[config.mk]
export PLATFORM = sky130hd
export DESIGN_NAME = keyed_message_table_top
export DESIGN_NICKNAME = d
export VERILOG_FILES = /design/src/sv/kmt_pkg.sv /design/src/sv/kmt_ctrl.sv /design/src/sv/kmt_dp.sv /design/src/sv/keyed_message_table_top.sv
export SDC_FILE = /design/constraint.sdc
export NUM_CORES = 2
export LEC_CHECK = 0
export BUFFER_PORTS_ARGS = -buffer_cell sky130_fd_sc_hd__buf_2
export CAP_MARGIN = 5
export CORE_ASPECT_RATIO = 1.4
export CORE_MARGIN = 10
export CORE_UTILIZATION = 60
export CTS_CLUSTER_SIZE = 20
export DETAILED_ROUTE_END_ITERATION = 10
export PLACE_DENSITY = 0.77
export SYNTH_ARGS = -nofsm -noshare
export SYNTH_HDL_FRONTEND = slang
export SYNTH_SLANG_ARGS = --single-unit
[constraint.sdc]
create_clock -name clk -period 18 [get_ports clk]
set_input_delay 5.4 -clock clk [delete_from_list [all_inputs] [get_ports clk]]
set_output_delay 5.4 -clock clk [all_outputs]
set_load 0.01 [all_outputs]
[src/sv/kmt_pkg.sv]
// ----------------------------------------------------------------------------
// kmt_pkg
// Shared types, codes and sizes of the keyed message table.
// ----------------------------------------------------------------------------
package kmt_pkg;

    localparam int TABLE_DEPTH = 16;
    localparam int IDX_W       = $clog2(TABLE_DEPTH);
    localparam int CNT_W       = $clog2(TABLE_DEPTH + 1);
    localparam int MAX_RESULTS = 16;

    typedef enum logic [2:0] {
        FN_ADD     = 3'd0,
        FN_REMOVE  = 3'd1,
        FN_LOOKUP  = 3'd2,
        FN_SET_ACT = 3'd3,
        FN_LIST    = 3'd4,
        FN_CLEAR   = 3'd5
    } func_t;

    typedef enum logic [1:0] {
        ST_OK        = 2'd0,
        ST_NOT_FOUND = 2'd1,
        ST_MISMATCH  = 2'd2,
        ST_FULL      = 2'd3
    } status_t;

    typedef struct packed {
        logic [2:0]  func;
        logic [31:0] origin_station;
        logic [15:0] sequence_number;
        logic [31:0] sender_station;
        logic [15:0] message_handle;
        logic        active_value;
        logic [4:0]  max_count;
    } req_t;

    typedef struct packed {
        logic [1:0]  status;
        logic [15:0] found_handle;
        logic [3:0]  found_position;
        logic        released_valid;
        logic [15:0] released_handle;
        logic [4:0]  count;
        logic        last;
    } rsp_t;

    typedef struct packed {
        logic load;
        logic scan_step;
        logic apply;
        logic list_step;
        logic flush;
    } cmd_t;

    typedef struct packed {
        logic [2:0] func;
        logic       hit;
        logic       at_end;
        logic       list_end;
        logic       emit_mid;
    } stat_t;

endpackage

[src/sv/kmt_ctrl.sv]
// ----------------------------------------------------------------------------
// kmt_ctrl
// Controller that sequences the scan, the update and the result transfers.
// ----------------------------------------------------------------------------
module kmt_ctrl (
    input  logic           clk,
    input  logic           rst_n,
    input  logic           req_valid,
    output logic           req_stall,
    output logic           rsp_valid,
    input  logic           rsp_stall,
    input  kmt_pkg::stat_t stat,
    output kmt_pkg::cmd_t  cmd
);

    typedef enum logic [4:0] {
        S_IDLE     = 5'b00001,
        S_SCAN     = 5'b00010,
        S_LIST     = 5'b00100,
        S_OUT_MID  = 5'b01000,
        S_OUT_LAST = 5'b10000
    } state_t;

    state_t state_reg, state_next;
    logic   keyed_op;

    assign keyed_op = (stat.func == kmt_pkg::FN_ADD) || (stat.func == kmt_pkg::FN_REMOVE)
                   || (stat.func == kmt_pkg::FN_LOOKUP) || (stat.func == kmt_pkg::FN_SET_ACT);

    assign req_stall = (state_reg != S_IDLE);
    assign rsp_valid = (state_reg == S_OUT_MID) || (state_reg == S_OUT_LAST);

    always_comb
    begin
        state_next = state_reg;
        cmd        = '0;
        unique case (state_reg)
            S_IDLE:
            begin
                if (req_valid)
                begin
                    cmd.load = 1'b1;
                    state_next = S_SCAN;
                end
            end
            S_SCAN:
            begin
                if (stat.func == kmt_pkg::FN_LIST)
                begin
                    state_next = S_LIST;
                end
                else if (!keyed_op || stat.hit || stat.at_end)
                begin
                    cmd.apply = 1'b1;
                    state_next = S_OUT_LAST;
                end
                else
                begin
                    cmd.scan_step = 1'b1;
                end
            end
            S_LIST:
            begin
                if (stat.list_end)
                begin
                    cmd.flush = 1'b1;
                    state_next = S_OUT_LAST;
                end
                else
                begin
                    cmd.list_step = 1'b1;
                    if (stat.emit_mid)
                    begin
                        state_next = S_OUT_MID;
                    end
                end
            end
            S_OUT_MID:
            begin
                if (!rsp_stall)
                begin
                    state_next = S_LIST;
                end
            end
            S_OUT_LAST:
            begin
                if (!rsp_stall)
                begin
                    state_next = S_IDLE;
                end
            end
            default:
            begin
                state_next = S_IDLE;
            end
        endcase
    end

    always_ff @(posedge clk or negedge rst_n)
    begin
        if (!rst_n)
        begin
            state_reg <= S_IDLE;
        end
        else
        begin
            state_reg <= state_next;
        end
    end

endmodule

[src/sv/kmt_dp.sv]
// ----------------------------------------------------------------------------
// kmt_dp
// Datapath: entry storage, key compare, shift insert and remove, results.
// ----------------------------------------------------------------------------
module kmt_dp (
    input  logic           clk,
    input  logic           rst_n,
    input  kmt_pkg::req_t  req,
    input  kmt_pkg::cmd_t  cmd,
    output kmt_pkg::stat_t stat,
    output kmt_pkg::rsp_t  rsp
);

    localparam int TD    = kmt_pkg::TABLE_DEPTH;
    localparam int IDX_W = kmt_pkg::IDX_W;
    localparam int CNT_W = kmt_pkg::CNT_W;

    logic [31:0] ent_origin_reg [TD];
    logic [15:0] ent_seq_reg    [TD];
    logic [31:0] ent_sender_reg [TD];
    logic [15:0] ent_handle_reg [TD];
    logic        ent_active_reg [TD];

    logic [CNT_W-1:0] total_reg;
    logic [CNT_W-1:0] idx_reg;
    logic [4:0]       n_reg;
    kmt_pkg::req_t    item_reg;
    kmt_pkg::rsp_t    rsp_reg;
    kmt_pkg::rsp_t    rsp_next;
    logic             rsp_load;
    logic             pend_valid_reg;
    logic [15:0]      pend_handle_reg;
    logic [3:0]       pend_pos_reg;
    logic [4:0]       pend_cnt_reg;

    logic [IDX_W-1:0] sel;
    logic             in_range;
    logic             hit;
    logic             emit;
    logic [4:0]       limit;
    logic [3:0]       pos4;

    assign sel      = idx_reg[IDX_W-1:0];
    assign pos4     = 4'(idx_reg);
    assign in_range = (idx_reg < total_reg);
    assign hit      = in_range && (ent_origin_reg[sel] == item_reg.origin_station)
                   && (ent_seq_reg[sel] == item_reg.sequence_number);
    assign limit    = (item_reg.max_count > 5'(kmt_pkg::MAX_RESULTS))
                    ? 5'(kmt_pkg::MAX_RESULTS) : item_reg.max_count;
    assign emit     = ent_active_reg[sel] && pend_valid_reg;
    assign rsp_load = cmd.apply || cmd.flush || (cmd.list_step && emit);

    assign stat.func     = item_reg.func;
    assign stat.hit      = hit;
    assign stat.at_end   = !in_range;
    assign stat.list_end = !in_range || (n_reg == limit);
    assign stat.emit_mid = emit;
    assign rsp           = rsp_reg;

    always_comb
    begin
        rsp_next      = '0;
        rsp_next.last = 1'b1;
        if (cmd.list_step)
        begin
            rsp_next.last           = 1'b0;
            rsp_next.found_handle   = pend_handle_reg;
            rsp_next.found_position = pend_pos_reg;
            rsp_next.count          = pend_cnt_reg;
        end
        else if (cmd.flush)
        begin
            if (pend_valid_reg)
            begin
                rsp_next.found_handle   = pend_handle_reg;
                rsp_next.found_position = pend_pos_reg;
                rsp_next.count          = pend_cnt_reg;
            end
        end
        else
        begin
            case (item_reg.func)
                kmt_pkg::FN_ADD:
                begin
                    if (hit)
                    begin
                        rsp_next.found_position = pos4;
                        if (ent_sender_reg[sel] != item_reg.sender_station)
                        begin
                            rsp_next.status = kmt_pkg::ST_MISMATCH;
                        end
                        else
                        begin
                            rsp_next.released_valid  = 1'b1;
                            rsp_next.released_handle = ent_handle_reg[sel];
                        end
                    end
                    else if (total_reg == CNT_W'(TD))
                    begin
                        rsp_next.status = kmt_pkg::ST_FULL;
                    end
                end
                kmt_pkg::FN_REMOVE:
                begin
                    if (hit)
                    begin
                        rsp_next.found_position  = pos4;
                        rsp_next.released_valid  = 1'b1;
                        rsp_next.released_handle = ent_handle_reg[sel];
                    end
                end
                kmt_pkg::FN_LOOKUP:
                begin
                    if (hit)
                    begin
                        rsp_next.found_handle   = ent_handle_reg[sel];
                        rsp_next.found_position = pos4;
                    end
                    else
                    begin
                        rsp_next.status = kmt_pkg::ST_NOT_FOUND;
                    end
                end
                kmt_pkg::FN_SET_ACT:
                begin
                    if (hit)
                    begin
                        rsp_next.found_position = pos4;
                    end
                    else
                    begin
                        rsp_next.status = kmt_pkg::ST_NOT_FOUND;
                    end
                end
                default:
                begin
                end
            endcase
        end
    end

    always_ff @(posedge clk or negedge rst_n)
    begin
        if (!rst_n)
        begin
            total_reg      <= '0;
            idx_reg        <= '0;
            n_reg          <= '0;
            pend_valid_reg <= 1'b0;
        end
        else
        begin
            if (cmd.load)
            begin
                idx_reg        <= '0;
                n_reg          <= '0;
                pend_valid_reg <= 1'b0;
            end
            if (cmd.scan_step)
            begin
                idx_reg <= idx_reg + 1'b1;
            end
            if (cmd.list_step)
            begin
                idx_reg <= idx_reg + 1'b1;
                if (ent_active_reg[sel])
                begin
                    n_reg          <= n_reg + 1'b1;
                    pend_valid_reg <= 1'b1;
                end
            end
            if (cmd.apply)
            begin
                case (item_reg.func)
                    kmt_pkg::FN_ADD:
                    begin
                        if (!hit && (total_reg != CNT_W'(TD)))
                        begin
                            total_reg <= total_reg + 1'b1;
                        end
                    end
                    kmt_pkg::FN_REMOVE:
                    begin
                        if (hit)
                        begin
                            total_reg <= total_reg - 1'b1;
                        end
                    end
                    kmt_pkg::FN_CLEAR:
                    begin
                        total_reg <= '0;
                    end
                    default:
                    begin
                    end
                endcase
            end
        end
    end

    always_ff @(posedge clk)
    begin
        if (cmd.load)
        begin
            item_reg <= req;
        end
        if (cmd.list_step && ent_active_reg[sel])
        begin
            pend_handle_reg <= ent_handle_reg[sel];
            pend_pos_reg    <= pos4;
            pend_cnt_reg    <= n_reg + 1'b1;
        end
        if (rsp_load)
        begin
            rsp_reg <= rsp_next;
        end
        if (cmd.apply)
        begin
            case (item_reg.func)
                kmt_pkg::FN_ADD:
                begin
                    if (hit)
                    begin
                        if (ent_sender_reg[sel] == item_reg.sender_station)
                        begin
                            ent_handle_reg[sel] <= item_reg.message_handle;
                            ent_sender_reg[sel] <= item_reg.sender_station;
                        end
                    end
                    else if (total_reg != CNT_W'(TD))
                    begin
                        for (int i = 1; i < TD; i++)
                        begin
                            ent_origin_reg[i] <= ent_origin_reg[i-1];
                            ent_seq_reg[i]    <= ent_seq_reg[i-1];
                            ent_sender_reg[i] <= ent_sender_reg[i-1];
                            ent_handle_reg[i] <= ent_handle_reg[i-1];
                            ent_active_reg[i] <= ent_active_reg[i-1];
                        end
                        ent_origin_reg[0] <= item_reg.origin_station;
                        ent_seq_reg[0]    <= item_reg.sequence_number;
                        ent_sender_reg[0] <= item_reg.sender_station;
                        ent_handle_reg[0] <= item_reg.message_handle;
                        ent_active_reg[0] <= 1'b0;
                    end
                end
                kmt_pkg::FN_REMOVE:
                begin
                    if (hit)
                    begin
                        for (int i = 0; i < TD - 1; i++)
                        begin
                            if (i >= int'(idx_reg))
                            begin
                                ent_origin_reg[i] <= ent_origin_reg[i+1];
                                ent_seq_reg[i]    <= ent_seq_reg[i+1];
                                ent_sender_reg[i] <= ent_sender_reg[i+1];
                                ent_handle_reg[i] <= ent_handle_reg[i+1];
                                ent_active_reg[i] <= ent_active_reg[i+1];
                            end
                        end
                    end
                end
                kmt_pkg::FN_SET_ACT:
                begin
                    if (hit)
                    begin
                        ent_active_reg[sel] <= item_reg.active_value;
                    end
                end
                default:
                begin
                end
            endcase
        end
    end

endmodule

[src/sv/keyed_message_table_top.sv]
// ----------------------------------------------------------------------------
// keyed_message_table_top
// Table of message entries keyed by origin station and sequence number.
// ----------------------------------------------------------------------------
// The block handles one request at a time and stalls requests until the last
// result transfer of the current one completes. One compare unit walks the
// entries one per cycle from the front, so a keyed request stops at the
// matching entry or, when there is no match, at the end of the table fill.
// A list request walks the entries one per cycle too, and pauses for each
// result transfer. Clear and unused codes skip the walk.
module keyed_message_table_top (
    input  logic          clk,
    input  logic          rst_n,
    input  logic          req_valid,
    output logic          req_stall,
    input  kmt_pkg::req_t req,
    output logic          rsp_valid,
    input  logic          rsp_stall,
    output kmt_pkg::rsp_t rsp
);

    kmt_pkg::cmd_t  cmd;
    kmt_pkg::stat_t stat;

    kmt_ctrl u_ctrl (
        .clk       (clk),
        .rst_n     (rst_n),
        .req_valid (req_valid),
        .req_stall (req_stall),
        .rsp_valid (rsp_valid),
        .rsp_stall (rsp_stall),
        .stat      (stat),
        .cmd       (cmd)
    );

    kmt_dp u_dp (
        .clk   (clk),
        .rst_n (rst_n),
        .req   (req),
        .cmd   (cmd),
        .stat  (stat),
        .rsp   (rsp)
    );

endmodule
# Word-level counts from Yosys, hierarchy flattened
# Memory sizes are Yosys's and may differ from the RTL's.
# Index checks and enable logic that the tools add are counted.
# op_classes
addsub,4
order_cmp,17
eq_ne,25
n_mux,223
bitwise,75
reduce_logical,28
# ops
op,n
2-to-1 mux 32 bit,31
2-to-1 mux 16 bit,32
2-to-1 mux 1 bit,119
2-to-1 mux 5 bit,19
2-to-1 mux 20 bit,4
OR 1 bit,75
== test 32 bit,2
2-to-1 mux 21 bit,2
>= comparator 4 x 5 -> 1 bit (first input constant),7
case mux 17 bit (2 select lines),1
inequality test 32 bit,1
OR reduction 32 bit,1
case mux 5 bit (5 select lines),1
>= comparator 3 x 5 -> 1 bit (first input constant),4
2-to-1 mux 17 bit,1
== test 16 bit,1
2-to-1 mux 4 bit,4
case mux 4 bit (4 select lines),1
OR reduction 16 bit,1
adder 5 x 1 -> 5 bit (second input constant),3
case mux 5 bit (3 select lines),1
2-to-1 mux 2 bit,6
== test 5 bit (second input constant),2
>= comparator 1 x 5 -> 1 bit (first input constant),2
other kinds (28),51
# totals
ff_bits,196
ram_bits,1552
in_bits,109
out_inout_bits,47
wordCells,399
memories,5
# memory_table
name,depth,word_bits,read_ports,rd_clocked_by_memory_dff,wr,line,source
u_dp.ent_origin_reg,16,32,17,0,16,kmt_dp.sv:18,logic [31:0] ent_origin_reg [TD];
u_dp.ent_sender_reg,16,32,17,0,16,kmt_dp.sv:20,logic [31:0] ent_sender_reg [TD];
u_dp.ent_handle_reg,16,16,17,0,16,kmt_dp.sv:21,logic [15:0] ent_handle_reg [TD];
u_dp.ent_seq_reg,16,16,17,0,16,kmt_dp.sv:19,logic [15:0] ent_seq_reg [TD];
u_dp.ent_active_reg,16,1,17,0,16,kmt_dp.sv:22,logic ent_active_reg [TD];

# Longest topological paths before layout
# logic_depth
depth_word,15
depth_mapped,21

# Modules after synthesis
# Synthesis repeated with hierarchy kept, for this count alone.
# unflattened
hier_cells,6960
area_unflattened_um2,90682.0
# by_module_without_submodules
mod,instances,cells_each,area_each_um2,seq_area_each_um2
kmt_dp,1,6911,90235.3,52260.1
kmt_ctrl,1,49,446.7,126.4

# Least setup slack after synthesis
# OpenSTA, ideal clock, no wires.
# synth_timing
kind,input port to flip-flop
startpoint,input req_valid
endpoint,"register u_dp.item_reg[0] in the netlist's numbering, enable pin"
setup_ps,462
arrival_time_ps,7743
path_slack_ps,9795
cell_stages,2
path_buffers,0
path_cell_list,nand3_1 > inv_1
# synth_lines
element,line,source
start: declaration,keyed_message_table_top.sv:14,"input logic req_valid,"
end signal: assignment,kmt_dp.sv:205,item_reg <= req;
end: declaration,kmt_dp.sv:27,kmt_pkg::req_t item_reg;

==> summary.md <==
| Metric | Value |
|---|---|
| Initial antenna violation count | 4 |
| Worst-path clk slew | 70 ps |
| Area growth, synth to finish | 7.57% |
| # rows | 168 |
| Grt total ovfl | 0 |
| Outcome | finished clean |
| Hpwl dp | 146 mm |
| Post-synthesis async set-or-reset flop share | 0.0120 |
| Simple-gate share of the synthesized area | 0.111 |
| Cell count after synthesis | 7439 |
| Sequential area share after synthesis | 0.581 |
| Crit path kind | reg -> reg |
| Crit path DAT | 9960 ps |
| DP Area | 91600 sq um |
| Die height | 479 microns |
| Dpl ws | 8680 ps |
| CP Max Fanout | 51 |
| M2 GR Usage | 0.509 |
| Largest area contributor in the netlist | edfxtp_1 |
| Vias in the first global route | 63600 |
| Fmax | 105 MHz |
| GRT Total Usage | 0.308 |
| Maxcap violations | 0 |
| Routability Congestion | 0.849 |
| CP Data Required Time | 18440 ps |
| Startpoint types | flop |
| Num ports | 156 |
| Flops & latches, synth | 1748 |
| Post-CTS sizing | 0 |
| Max H-tree Level | 4 |
| Detail Route Antenna Nets | 0 |
| Min-delay worst type | reg -> reg |
| First-pass GRT wire length | 391 mm |
| Worst Tran Pin Value | 1300 ps |
| Die area | 166000 sq um |
| Synth Area in Compound Gates | 0.0921 |
| Design Area, Final | 96900 sq um |
| Clock root buffer | clkbuf_16 |
| Fillers | 10800 |
| Leak | 35.0 nW |
| Synthesized area | 90100 sq um |
| Die X | 348 microns |
| Library cells used by synthesis | 77 |
| Clk sink count | 1748 |
| Setup violations, final | 0 |
| Initial DRC count | 8524 |
| Cts bufs inserted | 168 |
| Post-synthesis mux area share | 0.173 |
| Adder-cell share of the synthesized area | 0.00189 |
| Fin Setup TNS | 0 ps |
| Tmin final | 9520 ps |
| Initial core utilization | 0.603 |
| Clock buffer depth | 3 |
| CTS tree | yes |
| Post-synth top area share | 0.576 |
| Count of final max-slew check failures | 0 |
| PwrDens | 102 nW/um^2 |
| Drt pass-1 iters | 8 |
| Slew headroom | 0.128 |
| Synth top area cells | edfxtp_1 58%, mux4_2 8.6%, nand2_1 7.6% |
| Clock latency on the worst-skew pair | 830 ps |
| Tcrit/Tclk final | 0.529 |
| Max IR drop VDD | 0.0896 mV |
| Drt drc | 0 |
| Post CTS Setup Buffer Count | 0 |
| Synth Area in XOR/XNOR | 0.00807 |
| Vias | 64200 |
| Post-synth EDFFs | 1727 |
| Most used DFF post-synth | edfxtp_1 |
| Routed vias/inst | 6.89 |
| Unrepaired setup endpoints after global routing | false |
| Gr busiest metal | met2 |
| Total routed wirelength | 262 mm |
| Synthesized net count | 7561 |
| Routed wire length per instance | 28.1 microns |
| Yosys warning count | 0 |
| PnR worst setup slack | 8480 ps |
| Share of cells above drive strength 1 | 0.163 |
| Met3 usage | 0.0548 |
| Mean area per synthesized cell | 12.1 sq um |
| Post-Route Skew | 27.9 ps |
| Post-cts hold buffer count | 0 |
| Port Buffers | 155 |
| Core area | 149000 sq um |
| Largest family of logic cells by synthesized area | multiplexers |
| Final nets | 7354 |
| Worst Setup End Kind | flop |
| Final Hold Fails | 0 |
| Met1 GRT Util | 0.376 |
| Largest net degree at the start of global routing | 280 |
## synthesized netlist by cell type (15+ instances only)
library cell and count:
nand2_1 1818, edfxtp_1 1727, a21oi_1 629, nor2_1 397, clkbuf_1 344, mux4_2 344
mux2i_1 341, mux2_2 294, o21ai_1 244, buf_2 170, o21ai_0 135, a221o_1 103
mux2_1 97, and2_1 79, a21o_1 60, buf_1 60, nand3_1 51, a22oi_1 48
xnor2_1 47, a221oi_1 43, xor2_1 36, buf_4 33, a22o_1 26, buf_6 26
nor4_1 22, inv_1 21, nand4_1 21, dfrtp_1 20, nor3_1 16, a31o_2 15
and3_1 15
## metrics by stage
step / instances / hold WS (ps) / util / power (mW)
after floorplan: 7439 / 444 / - / 6.03
after global placement: 9016 / 457 / 0.613 / 6.39
after detailed placement: 9016 / 462 / 0.613 / 6.44
after CTS: 9319 / 480 / 0.648 / 9.89
after global routing: 9321 / 485 / 0.649 / 10.2
final: 9323 / 483 / 0.649 / 9.90
## where the power goes
group	switching [mW]	total (mW)	internal [mW]
logic	0.885	1.58	0.699
registers	0.157	4.80	4.64
clock network	1.59	3.52	1.93
## routing by layer
metal	wire, microns	vias up
met5	0	-
met4	17300	0
met3	27000	976
met2	127000	4384
met1	90400	31700
li1	-	27100
## path summary, 6_finish.rpt
kind	cells after the start	endpoint	slack (ps)	startpoint
setup / recovery	13	u_dp.ent_sender_reg[13][19]	8480	u_dp.idx_reg[0]
hold / removal	0	u_dp.ent_origin_reg[15][7]	480	u_dp.ent_origin_reg[14][7]
setup reg to reg	13	u_dp.ent_sender_reg[13][19]	8480	u_dp.idx_reg[0]
hold reg to reg	0	u_dp.ent_origin_reg[15][7]	480	u_dp.ent_origin_reg[14][7]
max in group asynchronous	1	u_dp.idx_reg[2]	13040	rst_n
min in group asynchronous	1	u_dp.n_reg[1]	4540	rst_n
## layout make-up
cell class	instances	area (sq um)	area share
Antenna cell	3	7.51	0.0000775
Inverter	24	108	0.00111
Tap cell	1955	2450	0.0252
Sequential cell	1748	52400	0.541
Timing Repair Buffer	257	1640	0.0169
Clock inverter	97	847	0.00874
Clock buffer	206	4410	0.0455
Multi-Input combinational cell	5033	35100	0.362
## cell families (layout without fill, tap and decap cells)
| logic type | after synthesis | count (layout) |
|---|---|---|
| buffers and inverters | 658 | 584 |
| DFF | 1748 | 1748 |
| adders and majority gates | 13 | 13 |
| xor gates and xnor gates | 83 | 83 |
| muxes | 1076 | 1076 |
| AOI/OAI and AO/OA | 1385 | 1385 |
| other | 0 | 3 |
| and+or+nand+nor | 2476 | 2476 |
## cells in the final DEF, fill, tap and decap left out, types with 43 or more instances in the layout
master	count
mux4_2	344
a221o_1	103
mux2i_1	341
nand2_1	1802
a22oi_1	48
xnor2_1	47
nor2_1	393
edfxtp_1	1727
a21o_1	56
mux2_2	294
nand3_1	50
clkbuf_16	171
mux2_1	97
a21oi_1	629
buf_2	155
o21ai_1	244
and2_1	79
o21ai_0	135
a221oi_1	43
buf_4	95
## critical path: stages (launching register included)
cell,delay [ps]
dfrtp_4,1050
buf_4,710
buf_4,720
inv_2,190
buf_4,430
mux4_2,410
xor2_1,220
nor4_1,980
nand4_1,450
nor2_4,560
nand3_4,890
nand2_4,1180
a31o_4,350
buf_4,750
Power figures use the tool's default switching activity.
